**config.mk**
```make
export PLATFORM = sky130hd
export DESIGN_NAME = apu_channel_mixer_filter_flat
export DESIGN_NICKNAME = d
export VERILOG_FILES = /design/src/sv/acmf_pkg.sv /design/src/sv/acmf_in_if.sv /design/src/sv/acmf_out_if.sv /design/src/sv/acmf_cfg_if.sv /design/src/sv/acmf_mix.sv /design/src/sv/acmf_mul.sv /design/src/sv/apu_channel_mixer_filter.sv /design/src/flat_wrapper.sv
export VERILOG_INCLUDE_DIRS = /design/src /design/src/sv
export SDC_FILE = /design/constraint.sdc
export NUM_CORES = 1
export LEC_CHECK = 0
export BUFFER_PORTS_ARGS = -buffer_cell sky130_fd_sc_hd__buf_2
export CORE_MARGIN = 1
export CORE_UTILIZATION = 50
export CTS_CLUSTER_DIAMETER = 100
export CTS_CLUSTER_SIZE = 14
export DETAILED_ROUTE_END_ITERATION = 6
export PLACE_DENSITY = 0.66
export SETUP_SLACK_MARGIN = 0.2
export SLEW_MARGIN = 5
export SYNTH_ARGS = -nofsm -noshare
export SYNTH_HDL_FRONTEND = slang
export SYNTH_SLANG_ARGS = --single-unit
```
**constraint.sdc**
```tcl
create_clock -name clk -period 9 [get_ports clk]
set_input_delay 2.7 -clock clk [delete_from_list [all_inputs] [get_ports clk]]
set_output_delay 2.7 -clock clk [all_outputs]
set_load 0.05 [all_outputs]
```
**src/sv/apu_channel_mixer_filter_defines.svh**
```systemverilog
// Assertion macros used by the channel mixer and filter top module.
// Both macros sample on clk and are disabled while rst is high.
`ifndef APU_CHANNEL_MIXER_FILTER_DEFINES_SVH
`define APU_CHANNEL_MIXER_FILTER_DEFINES_SVH

// Consequent must hold in the same cycle as the antecedent.
`define ACMF_ASSERT_SAME(label, ante, cons, msg) \
  label: assert property (@(posedge clk) disable iff (rst) (ante) |-> (cons)) \
    else $error(msg);

// Consequent must hold in the cycle after the antecedent.
`define ACMF_ASSERT_NEXT(label, ante, cons, msg) \
  label: assert property (@(posedge clk) disable iff (rst) (ante) |=> (cons)) \
    else $error(msg);

`endif

```
**src/sv/acmf_pkg.sv**
```systemverilog
package acmf_pkg;

  localparam int DEF_SAMPLE_BITS       = 16;
  localparam int DEF_PULSE_TABLE_DEPTH = 31;
  localparam int DEF_MIX_TABLE_DEPTH   = 203;

  // Headroom of the filter state above the sample width.
  localparam int STATE_EXTRA_BITS = 8;
  // Extra bits of the difference operands ahead of the coefficient multiply.
  localparam int OPND_EXTRA_BITS  = 3;

  localparam int COEF_BITS      = 16;
  localparam int PULSE_SUM_BITS = 5;
  localparam int TND_SUM_BITS   = 8;

  // Nonlinear mixer curve: value = NUM*i / (DEN0 + DEN_STEP*i).
  localparam longint unsigned PULSE_NUM  = 9552;
  localparam longint unsigned PULSE_DEN0 = 812800;
  localparam longint unsigned TND_NUM    = 16367;
  localparam longint unsigned TND_DEN0   = 2432900;
  localparam longint unsigned DEN_STEP   = 10000;

  localparam logic [COEF_BITS-1:0] HP90_RESET  = 16'd64706;
  localparam logic [COEF_BITS-1:0] HP440_RESET = 16'd61670;
  localparam logic [COEF_BITS-1:0] LP14K_RESET = 16'd43652;

  localparam int CFG_INDEX_BITS = 2;
  typedef logic [CFG_INDEX_BITS-1:0] cfg_index_t;
  localparam cfg_index_t CFG_HP90  = 2'd0;
  localparam cfg_index_t CFG_HP440 = 2'd1;
  localparam cfg_index_t CFG_LP14K = 2'd2;

  typedef struct packed {
    logic [3:0] pulse1_level;
    logic [3:0] pulse2_level;
    logic [3:0] triangle_level;
    logic [3:0] noise_level;
    logic [6:0] dmc_level;
  } levels_t;

  typedef enum logic [2:0] {
    ST_IDLE,
    ST_LOOKUP,
    ST_LOAD,
    ST_MUL,
    ST_WRITE
  } state_t;

  typedef enum logic [1:0] {
    PASS_HP90,
    PASS_HP440,
    PASS_LP
  } pass_t;

endpackage

```
**src/sv/acmf_in_if.sv**
```systemverilog
interface acmf_in_if;
  logic       valid;
  logic       ready;
  logic [3:0] pulse1_level;
  logic [3:0] pulse2_level;
  logic [3:0] triangle_level;
  logic [3:0] noise_level;
  logic [6:0] dmc_level;

  modport source (output valid, output pulse1_level, output pulse2_level,
                  output triangle_level, output noise_level, output dmc_level,
                  input ready);
  modport sink (input valid, input pulse1_level, input pulse2_level,
                input triangle_level, input noise_level, input dmc_level,
                output ready);
endinterface

```
**src/sv/acmf_out_if.sv**
```systemverilog
interface acmf_out_if #(
  parameter int SAMPLE_BITS = acmf_pkg::DEF_SAMPLE_BITS
);
  logic                          valid;
  logic                          ready;
  logic signed [SAMPLE_BITS-1:0] sample_out;

  modport source (output valid, output sample_out, input ready);
  modport sink (input valid, input sample_out, output ready);
endinterface

```
**src/sv/acmf_cfg_if.sv**
```systemverilog
interface acmf_cfg_if;
  logic                                  valid;
  logic                                  ready;
  acmf_pkg::cfg_index_t                  index;
  logic [acmf_pkg::COEF_BITS-1:0]        data;

  modport source (output valid, output index, output data, input ready);
  modport sink (input valid, input index, input data, output ready);
endinterface

```
**src/sv/acmf_mix.sv**
```systemverilog
module acmf_mix #(
  parameter int SAMPLE_BITS       = acmf_pkg::DEF_SAMPLE_BITS,
  parameter int PULSE_TABLE_DEPTH = acmf_pkg::DEF_PULSE_TABLE_DEPTH,
  parameter int MIX_TABLE_DEPTH   = acmf_pkg::DEF_MIX_TABLE_DEPTH
) (
  input  acmf_pkg::levels_t             lvl,
  output logic signed [SAMPLE_BITS-1:0] mixed
);
  import acmf_pkg::*;

  localparam int FRAC      = SAMPLE_BITS - 1;
  localparam int PIDX_BITS = $clog2(PULSE_TABLE_DEPTH);
  localparam int TIDX_BITS = $clog2(MIX_TABLE_DEPTH);
  localparam int WIDE      = SAMPLE_BITS + 2;

  localparam logic signed [WIDE-1:0] ONE = WIDE'(64'sd1 <<< FRAC);
  localparam logic signed [WIDE-1:0] HI  = WIDE'((64'sd1 <<< FRAC) - 1);
  localparam logic signed [WIDE-1:0] LO  = WIDE'(-(64'sd1 <<< FRAC));

  logic [FRAC-1:0] pulse_tab [PULSE_TABLE_DEPTH];
  logic [FRAC-1:0] tnd_tab   [MIX_TABLE_DEPTH];

  // Round-half-up of the mixer curve, worked out at elaboration.
  for (genvar i = 0; i < PULSE_TABLE_DEPTH; i++) begin : g_pulse
    localparam longint unsigned DEN = PULSE_DEN0 + DEN_STEP * i;
    localparam longint unsigned NUM = 2 * PULSE_NUM * i * (64'd1 << FRAC) + DEN;
    localparam longint unsigned VAL = NUM / (2 * DEN);
    assign pulse_tab[i] = FRAC'(VAL);
  end

  for (genvar i = 0; i < MIX_TABLE_DEPTH; i++) begin : g_tnd
    localparam longint unsigned DEN = TND_DEN0 + DEN_STEP * i;
    localparam longint unsigned NUM = 2 * TND_NUM * i * (64'd1 << FRAC) + DEN;
    localparam longint unsigned VAL = NUM / (2 * DEN);
    assign tnd_tab[i] = FRAC'(VAL);
  end

  logic [PULSE_SUM_BITS-1:0] pulse_sum;
  logic [TND_SUM_BITS-1:0]   tnd_sum;
  logic [PIDX_BITS-1:0]      pulse_idx;
  logic [TIDX_BITS-1:0]      tnd_idx;
  logic [FRAC:0]             rom_sum;
  logic signed [WIDE-1:0]    centered;

  always_comb begin
    pulse_sum = PULSE_SUM_BITS'(lvl.pulse1_level) + PULSE_SUM_BITS'(lvl.pulse2_level);
    tnd_sum   = TND_SUM_BITS'({lvl.triangle_level, 1'b0}) + TND_SUM_BITS'(lvl.triangle_level)
              + TND_SUM_BITS'({lvl.noise_level, 1'b0}) + TND_SUM_BITS'(lvl.dmc_level);

    // Clamp to the last entry when the table is shorter than the index range.
    if (32'(pulse_sum) > 32'(PULSE_TABLE_DEPTH - 1)) begin
      pulse_idx = PIDX_BITS'(PULSE_TABLE_DEPTH - 1);
    end else begin
      pulse_idx = PIDX_BITS'(pulse_sum);
    end
    if (32'(tnd_sum) > 32'(MIX_TABLE_DEPTH - 1)) begin
      tnd_idx = TIDX_BITS'(MIX_TABLE_DEPTH - 1);
    end else begin
      tnd_idx = TIDX_BITS'(tnd_sum);
    end

    rom_sum  = (FRAC+1)'(pulse_tab[pulse_idx]) + (FRAC+1)'(tnd_tab[tnd_idx]);
    centered = $signed({1'b0, rom_sum, 1'b0}) - ONE;

    if (centered > HI) begin
      mixed = SAMPLE_BITS'(HI);
    end else if (centered < LO) begin
      mixed = SAMPLE_BITS'(LO);
    end else begin
      mixed = SAMPLE_BITS'(centered);
    end
  end

endmodule

```
**src/sv/acmf_mul.sv**
```systemverilog
module acmf_mul #(
  parameter int OPND_BITS = acmf_pkg::DEF_SAMPLE_BITS + acmf_pkg::STATE_EXTRA_BITS
                          + acmf_pkg::OPND_EXTRA_BITS
) (
  input  logic                           clk,
  input  logic                           rst,
  input  logic                           start,
  input  logic [acmf_pkg::COEF_BITS-1:0] coef,
  input  logic signed [OPND_BITS-1:0]    operand,
  output logic                           done,
  output logic signed [OPND_BITS-1:0]    product
);
  import acmf_pkg::*;

  localparam int ACC_BITS = OPND_BITS + COEF_BITS;
  localparam int CNT_BITS = $clog2(COEF_BITS);
  localparam logic [CNT_BITS-1:0] LAST_STEP = CNT_BITS'(COEF_BITS - 1);
  localparam logic signed [ACC_BITS-1:0] ROUND = ACC_BITS'(64'sd1 <<< (COEF_BITS - 1));

  logic                        busy;
  logic [CNT_BITS-1:0]         cnt;
  logic [COEF_BITS-1:0]        coef_sr;
  logic signed [OPND_BITS-1:0] opnd;
  logic signed [ACC_BITS-1:0]  acc;
  logic signed [ACC_BITS-1:0]  addend;
  logic signed [ACC_BITS-1:0]  rounded;

  // One coefficient bit per cycle, most significant first.
  always_comb begin
    addend  = coef_sr[COEF_BITS-1] ? ACC_BITS'(opnd) : '0;
    rounded = acc + ROUND;
    product = rounded[ACC_BITS-1:COEF_BITS];
  end

  always_ff @(posedge clk) begin
    if (rst) begin
      busy <= 1'b0;
      cnt  <= '0;
      done <= 1'b0;
    end else begin
      done <= busy && !start && (cnt == LAST_STEP);
      if (start) begin
        busy <= 1'b1;
        cnt  <= '0;
      end else if (busy) begin
        cnt <= cnt + 1'b1;
        if (cnt == LAST_STEP) begin
          busy <= 1'b0;
        end
      end
    end
  end

  always_ff @(posedge clk) begin
    if (start) begin
      acc     <= '0;
      coef_sr <= coef;
      opnd    <= operand;
    end else if (busy) begin
      acc     <= (acc <<< 1) + addend;
      coef_sr <= coef_sr << 1;
    end
  end

endmodule

```
**src/sv/apu_channel_mixer_filter.sv**
```systemverilog
// A new input beat is taken only in the idle state, once the previous sample
// has gone to the output register; the three filter multiplies run in turn on
// the shared shift-add multiplier, one coefficient bit a cycle.
// The output register holds a finished sample while the next one is computed.
// Reset: synchronous, clears filter state and restores default coefficients.
`include "apu_channel_mixer_filter_defines.svh"

module apu_channel_mixer_filter #(
  parameter int SAMPLE_BITS       = acmf_pkg::DEF_SAMPLE_BITS,
  parameter int PULSE_TABLE_DEPTH = acmf_pkg::DEF_PULSE_TABLE_DEPTH,
  parameter int MIX_TABLE_DEPTH   = acmf_pkg::DEF_MIX_TABLE_DEPTH
) (
  input logic       clk,
  input logic       rst,
  acmf_in_if.sink   in_ch,
  acmf_out_if.source out_ch,
  acmf_cfg_if.sink  cfg
);
  import acmf_pkg::*;

  localparam int STATE_BITS = SAMPLE_BITS + STATE_EXTRA_BITS;
  localparam int W          = STATE_BITS + OPND_EXTRA_BITS;

  localparam logic signed [W-1:0] ST_HI = W'((64'sd1 <<< (STATE_BITS - 1)) - 1);
  localparam logic signed [W-1:0] ST_LO = W'(-(64'sd1 <<< (STATE_BITS - 1)));
  localparam logic signed [STATE_BITS-1:0] OUT_HI =
    STATE_BITS'((64'sd1 <<< (SAMPLE_BITS - 1)) - 1);
  localparam logic signed [STATE_BITS-1:0] OUT_LO =
    STATE_BITS'(-(64'sd1 <<< (SAMPLE_BITS - 1)));

  state_t state, state_next;
  pass_t  pass;

  logic [COEF_BITS-1:0] hp90_coef;
  logic [COEF_BITS-1:0] hp440_coef;
  logic [COEF_BITS-1:0] lp14k_coef;

  levels_t                        lvl;
  logic signed [SAMPLE_BITS-1:0]  mix_value;
  logic signed [SAMPLE_BITS-1:0]  mixed;
  logic signed [SAMPLE_BITS-1:0]  last_mixed;
  logic signed [STATE_BITS-1:0]   highpass1_out;
  logic signed [STATE_BITS-1:0]   highpass1_old;
  logic signed [STATE_BITS-1:0]   highpass2_out;
  logic signed [STATE_BITS-1:0]   lowpass_out;

  logic                           out_valid;
  logic signed [SAMPLE_BITS-1:0]  out_sample;
  logic signed [SAMPLE_BITS-1:0]  out_sat;

  logic                  mul_start;
  logic                  mul_done;
  logic [COEF_BITS-1:0]  mul_coef;
  logic signed [W-1:0]   mul_opnd;
  logic signed [W-1:0]   mul_prod;
  logic signed [W-1:0]   lp_sum;
  logic signed [W-1:0]   sat_in;
  logic signed [STATE_BITS-1:0] sat_out;

  logic in_beat;
  logic out_free;

  acmf_mix #(
    .SAMPLE_BITS      (SAMPLE_BITS),
    .PULSE_TABLE_DEPTH(PULSE_TABLE_DEPTH),
    .MIX_TABLE_DEPTH  (MIX_TABLE_DEPTH)
  ) u_mix (
    .lvl  (lvl),
    .mixed(mix_value)
  );

  acmf_mul #(
    .OPND_BITS(W)
  ) u_mul (
    .clk    (clk),
    .rst    (rst),
    .start  (mul_start),
    .coef   (mul_coef),
    .operand(mul_opnd),
    .done   (mul_done),
    .product(mul_prod)
  );

  assign cfg.ready      = 1'b1;
  assign out_ch.valid   = out_valid;
  assign out_ch.sample_out = out_sample;
  assign in_beat        = in_ch.valid && in_ch.ready;
  assign out_free       = !out_valid || out_ch.ready;

  always_ff @(posedge clk) begin
    if (rst) begin
      hp90_coef  <= HP90_RESET;
      hp440_coef <= HP440_RESET;
      lp14k_coef <= LP14K_RESET;
    end else if (cfg.valid && cfg.ready) begin
      unique case (cfg.index)
        CFG_HP90:  hp90_coef  <= cfg.data;
        CFG_HP440: hp440_coef <= cfg.data;
        CFG_LP14K: lp14k_coef <= cfg.data;
        default: ;
      endcase
    end
  end

  always_ff @(posedge clk) begin
    if (rst) begin
      state <= ST_IDLE;
    end else begin
      state <= state_next;
    end
  end

  always_comb begin
    state_next  = state;
    in_ch.ready = 1'b0;
    mul_start   = 1'b0;
    unique case (state)
      ST_IDLE: begin
        in_ch.ready = 1'b1;
        if (in_ch.valid) begin
          state_next = ST_LOOKUP;
        end
      end
      ST_LOOKUP: state_next = ST_LOAD;
      ST_LOAD: begin
        mul_start  = 1'b1;
        state_next = ST_MUL;
      end
      ST_MUL: begin
        if (mul_done) begin
          state_next = (pass == PASS_LP) ? ST_WRITE : ST_LOAD;
        end
      end
      ST_WRITE: begin
        if (out_free) begin
          state_next = ST_IDLE;
        end
      end
      default: state_next = ST_IDLE;
    endcase
  end

  // Operand and coefficient for the filter stage in progress.
  always_comb begin
    case (pass)
      PASS_HP90: begin
        mul_coef = hp90_coef;
        mul_opnd = W'(highpass1_out) + W'(mixed) - W'(last_mixed);
      end
      PASS_HP440: begin
        mul_coef = hp440_coef;
        mul_opnd = W'(highpass2_out) + W'(highpass1_out) - W'(highpass1_old);
      end
      PASS_LP: begin
        mul_coef = lp14k_coef;
        mul_opnd = W'(highpass2_out) - W'(lowpass_out);
      end
      default: begin
        mul_coef = '0;
        mul_opnd = '0;
      end
    endcase
  end

  always_comb begin
    lp_sum = W'(lowpass_out) + mul_prod;
    sat_in = (pass == PASS_LP) ? lp_sum : mul_prod;
    if (sat_in > ST_HI) begin
      sat_out = STATE_BITS'(ST_HI);
    end else if (sat_in < ST_LO) begin
      sat_out = STATE_BITS'(ST_LO);
    end else begin
      sat_out = STATE_BITS'(sat_in);
    end

    if (lowpass_out > OUT_HI) begin
      out_sat = SAMPLE_BITS'(OUT_HI);
    end else if (lowpass_out < OUT_LO) begin
      out_sat = SAMPLE_BITS'(OUT_LO);
    end else begin
      out_sat = SAMPLE_BITS'(lowpass_out);
    end
  end

  always_ff @(posedge clk) begin
    if (rst) begin
      pass          <= PASS_HP90;
      last_mixed    <= '0;
      highpass1_out <= '0;
      highpass2_out <= '0;
      lowpass_out   <= '0;
    end else begin
      if (state == ST_LOOKUP) begin
        pass <= PASS_HP90;
      end
      if (state == ST_MUL && mul_done) begin
        case (pass)
          PASS_HP90: begin
            highpass1_out <= sat_out;
            last_mixed    <= mixed;
            pass          <= PASS_HP440;
          end
          PASS_HP440: begin
            highpass2_out <= sat_out;
            pass          <= PASS_LP;
          end
          PASS_LP: lowpass_out <= sat_out;
          default: pass <= PASS_HP90;
        endcase
      end
    end
  end

  always_ff @(posedge clk) begin
    if (in_beat) begin
      lvl <= '{pulse1_level:   in_ch.pulse1_level,
               pulse2_level:   in_ch.pulse2_level,
               triangle_level: in_ch.triangle_level,
               noise_level:    in_ch.noise_level,
               dmc_level:      in_ch.dmc_level};
    end
    if (state == ST_LOOKUP) begin
      mixed <= mix_value;
    end
    // Keep the pre-update first high-pass output for the second stage.
    if (state == ST_MUL && mul_done && pass == PASS_HP90) begin
      highpass1_old <= highpass1_out;
    end
    if (state == ST_WRITE && out_free) begin
      out_sample <= out_sat;
    end
  end

  always_ff @(posedge clk) begin
    if (rst) begin
      out_valid <= 1'b0;
    end else if (state == ST_WRITE && out_free) begin
      out_valid <= 1'b1;
    end else if (out_ch.ready) begin
      out_valid <= 1'b0;
    end
  end

  `ACMF_ASSERT_SAME(a_done_in_mul, mul_done, state == ST_MUL, "multiply done outside wait")
  `ACMF_ASSERT_NEXT(a_hold_write, state == ST_WRITE && out_valid && !out_ch.ready, state == ST_WRITE && out_valid, "pending sample overwritten")
  `ACMF_ASSERT_NEXT(a_drain, out_valid && out_ch.ready && state != ST_WRITE, !out_valid, "output beat repeated")
  `ACMF_ASSERT_NEXT(a_last_pass, state == ST_MUL && mul_done && pass == PASS_LP, state == ST_WRITE, "low-pass result not written")

endmodule
```
**src/flat_wrapper.sv**
```systemverilog
// flat-port wrapper written by rule: the top's interface ports become plain ports
module apu_channel_mixer_filter_flat import acmf_pkg::*;
#(
  parameter int SAMPLE_BITS       = acmf_pkg::DEF_SAMPLE_BITS,
  parameter int PULSE_TABLE_DEPTH = acmf_pkg::DEF_PULSE_TABLE_DEPTH,
  parameter int MIX_TABLE_DEPTH   = acmf_pkg::DEF_MIX_TABLE_DEPTH
)
  (clk, rst, in_ch_valid, in_ch_pulse1_level, in_ch_pulse2_level, in_ch_triangle_level, in_ch_noise_level, in_ch_dmc_level, in_ch_ready, out_ch_valid, out_ch_sample_out, out_ch_ready, cfg_valid, cfg_index, cfg_data, cfg_ready);
  acmf_in_if in_ch_i ();
  acmf_out_if #(.SAMPLE_BITS(SAMPLE_BITS)) out_ch_i ();
  acmf_cfg_if cfg_i ();
  input logic clk;
  input logic rst;
  input wire logic [$bits(in_ch_i.valid)-1:0] in_ch_valid;
  input wire logic [$bits(in_ch_i.pulse1_level)-1:0] in_ch_pulse1_level;
  input wire logic [$bits(in_ch_i.pulse2_level)-1:0] in_ch_pulse2_level;
  input wire logic [$bits(in_ch_i.triangle_level)-1:0] in_ch_triangle_level;
  input wire logic [$bits(in_ch_i.noise_level)-1:0] in_ch_noise_level;
  input wire logic [$bits(in_ch_i.dmc_level)-1:0] in_ch_dmc_level;
  output wire logic [$bits(in_ch_i.ready)-1:0] in_ch_ready;
  output wire logic [$bits(out_ch_i.valid)-1:0] out_ch_valid;
  output wire logic [$bits(out_ch_i.sample_out)-1:0] out_ch_sample_out;
  input wire logic [$bits(out_ch_i.ready)-1:0] out_ch_ready;
  input wire logic [$bits(cfg_i.valid)-1:0] cfg_valid;
  input wire logic [$bits(cfg_i.index)-1:0] cfg_index;
  input wire logic [$bits(cfg_i.data)-1:0] cfg_data;
  output wire logic [$bits(cfg_i.ready)-1:0] cfg_ready;
  assign in_ch_i.valid = in_ch_valid;
  assign in_ch_i.pulse1_level = in_ch_pulse1_level;
  assign in_ch_i.pulse2_level = in_ch_pulse2_level;
  assign in_ch_i.triangle_level = in_ch_triangle_level;
  assign in_ch_i.noise_level = in_ch_noise_level;
  assign in_ch_i.dmc_level = in_ch_dmc_level;
  assign in_ch_ready = in_ch_i.ready;
  assign out_ch_valid = out_ch_i.valid;
  assign out_ch_sample_out = out_ch_i.sample_out;
  assign out_ch_i.ready = out_ch_ready;
  assign cfg_i.valid = cfg_valid;
  assign cfg_i.index = cfg_index;
  assign cfg_i.data = cfg_data;
  assign cfg_ready = cfg_i.ready;
  apu_channel_mixer_filter #(.SAMPLE_BITS(SAMPLE_BITS), .PULSE_TABLE_DEPTH(PULSE_TABLE_DEPTH), .MIX_TABLE_DEPTH(MIX_TABLE_DEPTH)) u_core (.clk(clk), .rst(rst), .in_ch(in_ch_i), .out_ch(out_ch_i), .cfg(cfg_i));
endmodule
```
==> results of run 1 <==
-- cell families after synthesis --
logic type	synth area share
AO/OA/AOI/OAI	0.257
XOR/XNOR	0.0557
adder cells (fa/ha/maj)	0.138
buffers and inverters	0.0668
flip-flops	0.285
multiplexers	0.0225
other	0.000143
AND/OR/NAND/NOR	0.176
-- final cells by class --
cell class	count	share of cell area
repair buffers	139	0.0314
clock inverters	7	0.00284
flip-flops and latches	312	0.264
clock buffers	46	0.0294
inverters	276	0.0367
well taps	680	0.0301
multi-input cells	2503	0.605
diodes	4	0.000355
-- worst min path at each step --
stage	to	slack [ps]
2_1_floorplan	u_core.highpass1_old[14]	410
3_3_place_gp	u_core.highpass1_old[16]	410
3_5_place_dp	u_core.highpass1_old[19]	410
4_1_cts	u_core.highpass1_old[19]	430
5_1_grt	u_core.highpass1_old[19]	440
6_report	u_core.highpass1_old[19]	430
-- sequential cells by signal, indices dropped and copies added (netlist names) --
signal                    flops
u_core.lp14k_coef            16
u_core.mixed                 16
u_core.out_ch.sample_out     16
u_core.lowpass_out           24
u_core.u_mul.busy             1
u_core.highpass1_old         24
u_core.highpass2_out         24
u_core.hp440_coef            16
u_core.u_mul.done             1
u_core.u_mul.cnt              4
u_core.highpass1_out         24
u_core.u_mul.acc             43
u_core.pass                   2
u_core.out_ch.valid           1
u_core.u_mul.coef_sr         16
u_core.state                  3
u_core.hp90_coef             16
u_core.lvl                   23
u_core.last_mixed            16
u_core.u_mul.opnd            26
-- cells in the final DEF (no fill, tap or decap), types with 14 or more instances in the layout --
cell	instances
a211oi_1	34
a21o_1	76
a21oi_1	294
a221o_1	23
a221oi_1	24
a311oi_1	14
a31oi_1	40
and2_1	39
and3_1	26
buf_2	63
buf_4	76
clkbuf_1	14
clkbuf_16	30
dfxtp_1	189
edfxtp_1	121
fa_1	60
ha_1	190
inv_1	273
mux2i_1	52
nand2_1	400
nand2b_1	27
nand3_1	65
nand3b_1	32
nand4_1	25
nor2_1	240
nor3_1	51
o2111ai_1	15
o211ai_1	26
o21a_1	35
o21ai_0	221
o21ai_1	29
o21bai_1	25
o22ai_1	27
o31ai_1	14
or3_1	15
xnor2_1	94
xor2_1	67
-- metal layers --
layer / global-route usage / wire [um] / up-vias
met5: 0 / 22 / -
met1: 0.441 / 37900 / 12100
met3: 0.0447 / 7140 / 316
met4: 0.182 / 5110 / 4
li1: - / - / 11700
met2: 0.595 / 45600 / 1144
-- report_power, final --
part	internal, mW	switching, mW	total, mW
Combinational	2.39	4.64	7.03
Clock	0.645	0.598	1.24
Sequential	1.81	0.182	1.99
-- worst max-delay path, delay by kind of cell (launching register included) --
kind	cells	cell delay, ps
compound gates	12	2750
fa+ha+maj	5	2210
simple gates	8	1530
buf+inv	7	1110
flops	1	440
-- per-stage QoR --
step	setup slack, ps	area (um2)	power, mW	hold WS (ps)	instances
6_report	697	28200	10.3	431	3967
5_1_grt	206	28200	10.8	436	3967
4_1_cts	649	28200	9.99	432	3963
3_5_place_dp	710	27300	8.73	414	3910
3_3_place_gp	745	27300	8.78	411	3910
2_1_floorplan	1160	26200	6.46	408	3264
==> key figures, run 1 <==
Detailed routing
  • Routed WL per cell: 24.1 um
  • Drt first pass iters: 6
  • Initial DRC Count: 2,430
  • Residual DRC count: 0
  • Routed WL: 95,800 um
  • Final antenna-violating net count: 0
  • Via count: 25,200
  • Via density per instance: 6.35

Critical path
  • FF-to-FF path depth: 32
  • Critical path arrival: between 8000 and 9000 ps
  • WP data required: approximately 9300 ps
  • Crit-path max FO: 10
  • R2r setup slk: 700 ps
  • Worst path most repeated cell: nand2_1
  • Worst setup EP type: flop
  • CP max stage cell: fa_1
  • Worst r2r src: u_core.lvl[13]
  • Slowest stage delay, CP: 520 ps
  • Kind of critical path: flop to flop
  • Setup crit start kind: flop
  • Crit path to: u_core.mixed[8]
  • Worst Setup SP: u_core.lvl[13]
  • R2r endpoint: u_core.mixed[8]

STA
  • Final hold vios: 0
  • Final period util: 0.923
  • TNS Setup: 0 ps
  • Setup Viol. Count Final: 0
  • Max_slew headroom: 0.166
  • Fmax: 120 MHz
  • Tmin final: slightly above 8000 ps
  • Max Slew Vio Count: 0
  • RSZ-0062 raised after global routing: no
  • Worst Tran Pin Value: 1250 ps
  • Clock skew: roughly 26 ps

Floorplanning
  • # IOs: 65
  • Core Area: between 50,000 and 60,000 um2
  • Cell row count: 83
  • Die area: 53,300 um2
  • DIE WIDTH: 231 um
  • Die H: ~230 um
  • Initial Util: 0.509

GRT
  • Initial antenna violation count: 15
  • Total grt overflow: 0
  • Global Route Usage Sum: 0.353
  • Largest net degree at the start of global routing: 96
  • Vias in the first global route: 24,400
  • First-pass GRT wire length: between 100,000 and 150,000 um

Clock network
  • Post-CTS Resized: 0
  • Post-CTS Setup Inserts: 0
  • Clock root cell: clkbuf_16
  • Clock-pin slew on the worst setup and hold paths: around 70 ps
  • H-tree levels: 1
  • Worst-Skew Late Latency: 600 ps
  • CTS Sinks: 312
  • Max clock buf depth: 3
  • # hold bufs at CTS: 0
  • CTS tree: yes
  • Total CTS buffers: 29

Synthesis
  • Synth area leader: dfxtp_1
  • Post-synthesis sequential area ratio: 0.285
  • Number of flops mapped to enable cells by yosys: between 100 and 150
  • Post-Syn Instances: 3,264
  • Syn nets: 3,562
  • FFs w/ async S/R, synth: 0
  • Yosys reg bits: roughly 310
  • Yosys top cell area share: 0.146
  • Average size of a mapped cell: 8.03 um2
  • Main synth FF type: dfxtp_1
  • Synth cell types: 102
  • Post-Syn Area: about 26,000 um2
  • Synth warn: 0
  • Most common cell in the netlist: nand2_1
  • Main area contributors after synthesis: dfxtp_1 (15%), edfxtp_1 (14%), ha_1 (9.1%)
  • Most common library cells after synthesis: nand2_1 (400), a21oi_1 (295), inv_1 (272), nor2_1 (243), o21ai_0 (221)

Layout
  • NumNets Final: about 3,600
  • Filler cells: 4,813
  • Share of layout cells above drive strength 1: 0.0768
  • Reg area: 7460 um2
  • Multi-input gate area: 17,100 um2
  • Area growth syn-to-layout: 7.69%
  • Util after Layout: 0.548

Power
  • PwrDens: roughly 360 nW/um2
  • Lkg Pwr: between 10 and 15 nW
  • Maximum VDD drop: 0.257 mV

Min path
  • Min-delay worst type: flop to flop
  • Hold Path Cell Cnt: 0
  • Hold path startpoint: u_core.highpass1_out[19]

Run
  • Max Cap Violations: 0

Place
  • Post-DP HPWL: between 70,000 and 80,000 um
  • GPL Wtd Cong: 1.03
  • PortBufs: 63

Run status
  • Run status: finished, final reports clean
Power figures use the tool's default switching activity.
==> run 2: changes to the inputs <==
- SYNTH_HIERARCHICAL: not set -> 1
==> key figures, run 2 <==
Run status
  • Run status: finished with violations
  • Failing checks: DRC

STA
  • Final period util: 0.882 (-0.0409)
  • Final hold vios: 0 (unchanged)
  • Max_slew headroom: 0.335 (+0.169)
  • Clock skew: 43.7 ps (+17.9 ps)
  • Tmin final: 7930 ps (-368 ps)
  • Setup Viol. Count Final: 0 (unchanged)
  • Worst Tran Pin Value: 996 ps (-251 ps)
  • TNS Setup: 0 ps (unchanged)
  • RSZ-0062 raised after global routing: no
  • Fmax: 126 MHz (+4.6%)
  • Max Slew Vio Count: 0 (unchanged)
  • Final WS setup: 1070 ps (+368 ps)

Floorplanning
  • Die H: 234 um (+1.4%)
  • Die area: 54,800 um2 (+2.8%)
  • Cell row count: 84 (+1.2%)
  • DIE WIDTH: 234 um (+1.4%)
  • # IOs: 65 (unchanged)
  • Core Area: 52,900 um2 (+2.6%)
  • Initial Util: 0.510 (+0.00112)

Critical path
  • Crit-path max FO: 10 (unchanged)
  • Kind of critical path: flop to flop
  • WP data required: 9290 ps (-40 ps)
  • Worst path most repeated cell: buf_4
  • R2r endpoint: u_core/mixed[5]
  • FF-to-FF path depth: 32 (unchanged)
  • Worst setup EP type: flop
  • Worst path buffer plus inverter count: 7 (unchanged)
  • Critical path arrival: 8230 ps (-400 ps)
  • Cell family with most CP delay: compound AO/OA/AOI/OAI gates
  • Setup crit start kind: flop
  • Slowest stage delay, CP: 560 ps (+40 ps)
  • R2r setup slk: 1070 ps (+370 ps)
  • CP max stage cell: a2111oi_4
  • Worst r2r src: u_core/lvl[2]

Layout
  • Commonest non-fill, non-tap cells in the layout: nand2_1 (401), a21oi_1 (274), inv_1 (258), nor2_1 (237), dfxtp_1 (190)
  • Share of layout cells above drive strength 1: 0.0961 (+0.0193)
  • NumNets Final: 3,583 (+0.67%)
  • Filler cells: 4,930 (+2.4%)
  • ANT cells: 0 (-4)
  • Area growth syn-to-layout: 6.99%
  • Most common cell after layout, fill and taps aside: nand2_1
  • Largest registers: u_core/u_mul/acc x43, u_core/u_mul/opnd x27
  • Fin cells: 4,008 (+1.0%)
  • Max FFs per register: 43 (unchanged)
  • Biggest register: u_core/u_mul/acc

Detailed routing
  • Routed WL: 98,900 um (+3.3%)
  • Length of routed met2 wiring: 46,000 um (+0.98%)
  • Routed WL per cell: 24.7 um (+2.2%)
  • Initial DRC Count: 2,632 (+8.3%)
  • Met3 WL: 7800 um (+9.3%)
  • Residual DRC count: 1 (+1)
  • Drt first pass iters: 7 (+1)
  • Wl on met1: 38,500 um (+1.3%)
  • Top routing layer used: met5
  • Final antenna-violating net count: 0 (unchanged)
  • Via density per instance: 6.48 (+2.0%)
  • Via count: 26,000 (+3.0%)

Synthesis
  • Post-Syn Instances: 3,311 (+1.4%)
  • Yosys top cell area share: 0.142 (-0.00406)
  • Synth area leader: dfxtp_1
  • Synth cell types: 115 (+13%)
  • Post-Syn Area: 27,000 um2 (+2.9%)
  • Number of flops mapped to enable cells by yosys: 122 (+0.83%)
  • FFs w/ async S/R, synth: 0 (unchanged)
  • Most common cell in the netlist: nand2_1
  • Yosys reg bits: 313 (+0.32%)
  • Main area contributors after synthesis: dfxtp_1 (14%), edfxtp_1 (14%), ha_1 (8.1%)
  • Synth warn: 6 (+6)
  • Main synth FF type: dfxtp_1
  • Average size of a mapped cell: 8.14 um2 (+1.4%)
  • Syn nets: 3,593 (+0.87%)
  • Most common library cells after synthesis: nand2_1 (402), a21oi_1 (274), inv_1 (259), nor2_1 (238), dfxtp_1 (191)
  • Post-synthesis sequential area ratio: 0.278 (-0.00680)

Min path
  • Hold worst-path end: u_core/highpass1_old[3]
  • Hold Path Cell Cnt: 0 (unchanged)
  • Min-delay worst type: flop to flop
  • Hold path startpoint: u_core/highpass1_out[3]

Clock network
  • Post-CTS Setup Inserts: 0 (unchanged)
  • H-tree levels: 1 (unchanged)
  • Max clock buf depth: 3 (unchanged)
  • Clock-pin slew on the worst setup and hold paths: 70 ps (about the same)
  • Total CTS buffers: 27 (-6.9%)
  • Clock root cell: clkbuf_16
  • Post-CTS Resized: 0 (unchanged)
  • CTS tree: yes
  • CTS Sinks: 313 (+0.32%)
  • # hold bufs at CTS: 0 (unchanged)
  • Worst-Skew Late Latency: 590 ps (about the same)

Power
  • Sequential Power Share: 0.162 (-0.032)
  • Clock power frac: 0.087 (-0.034)
  • Lkg Pwr: 11.5 nW (-2.3%)
  • Switch share: 0.557 (+0.0287)
  • Comb pwr share: 0.751 (+0.066)
  • Sw Pwr: 7.30 mW (+35%)
  • Int Power: 5.81 mW (+20%)
  • Maximum VDD drop: 0.414 mV (+61%)
  • PwrDens: 455 nW/um2 (+25%)

Run
  • Max Cap Violations: 0 (unchanged)

Place
  • GPL Wtd Cong: 1.07 (+4.6%)
  • Post-DP HPWL: 73,600 um (+3.2%)
  • PortBufs: 63 (unchanged)
  • Placed Cells: 3,960 (+1.3%)
  • Pre-CTS setup slack: 1130 ps (+423 ps)

GRT
  • Vias in the first global route: 25,200 (+3.1%)
  • Global Route Usage Sum: 0.356 (+0.00324)
  • First-pass GRT wire length: 150,000 um (+3.1%)
  • Initial antenna violation count: 1 (-14)
  • Total grt overflow: 0 (unchanged)
  • Largest net degree at the start of global routing: 74 (-23%)
run 2: cell types whose count changed after synthesis, moves of 17 or more:
| cell | change |
|---|---|
| a221oi_2 | +18 |
| mux2_2 | +17 |
| o21ai_1 | -18 |
| a21o_1 | -19 |
| a21oi_1 | -21 |
| o21ai_0 | -48 |
| a221oi_1 | +23 |
run 2: logic make-up (layout without fill, tap and decap cells):
group / after synthesis / in the layout / share of synthesized area
adder cells (fa/ha/maj): 237 / 237 / 0.127
other: 1 / 1 / 0.000139
XOR/XNOR: 165 / 165 / 0.0553
buffers and inverters: 467 / 476 / 0.0701
AND/OR/NAND/NOR: 1043 / 1043 / 0.181
multiplexers: 73 / 73 / 0.0284
AO/OA/AOI/OAI: 1012 / 1012 / 0.260
flip-flops: 313 / 313 / 0.278
run 2: layer usage:
layer,track usage,vias to the layer above
met4,0.211,2
met2,0.594,1318
met1,0.428,12400
met5,0,-
met3,0.0634,349
li1,-,11900
run 2: final cells by class:
cell class,count,area [um2],area share
Inverter,261,980,0.0340
Timing Repair Buffer,167,1100,0.0380
Tap cell,688,861,0.0298
Clock buffer,46,768,0.0266
Multi-Input combinational cell,2531,17600,0.611
Clock inverter,2,25.0,0.000868
Sequential cell,313,7490,0.260
run 2: how the worst max path moves through the flow:
stage / from / end / cells past startpoint
after floorplan: u_core/lvl[2] / u_core/mixed[10] / 31
after detailed placement: u_core/lvl[2] / u_core/mixed[4] / 33
after global routing: u_core/lvl[12] / u_core/mixed[5] / 33
final: u_core/lvl[2] / u_core/mixed[5] / 32
after global placement: u_core/lvl[2] / u_core/mixed[3] / 32
after CTS: u_core/lvl[2] / u_core/mixed[5] / 33
run 2: through the flow:
step	util	hold WS (ps)	power (mW)	cell area, um2
floorplan	-	408	8.24	27000
global placement	0.531	412	11.7	28000
detailed placement	0.531	416	11.6	28000
CTS	0.546	421	12.8	28800
global route	0.546	441	13.7	28800
finish	0.546	415	13.1	28800
run 2: power by group through the flow:
stage	clock (mW)	sequential (mW)	combinational, mW
6_report	1.14	2.13	9.85
5_1_grt	1.21	2.15	10.4
4_1_cts	1.16	2.13	9.47
3_5_place_dp	0	2.16	9.42
3_3_place_gp	0	2.15	9.58
2_1_floorplan	0	2.00	6.24
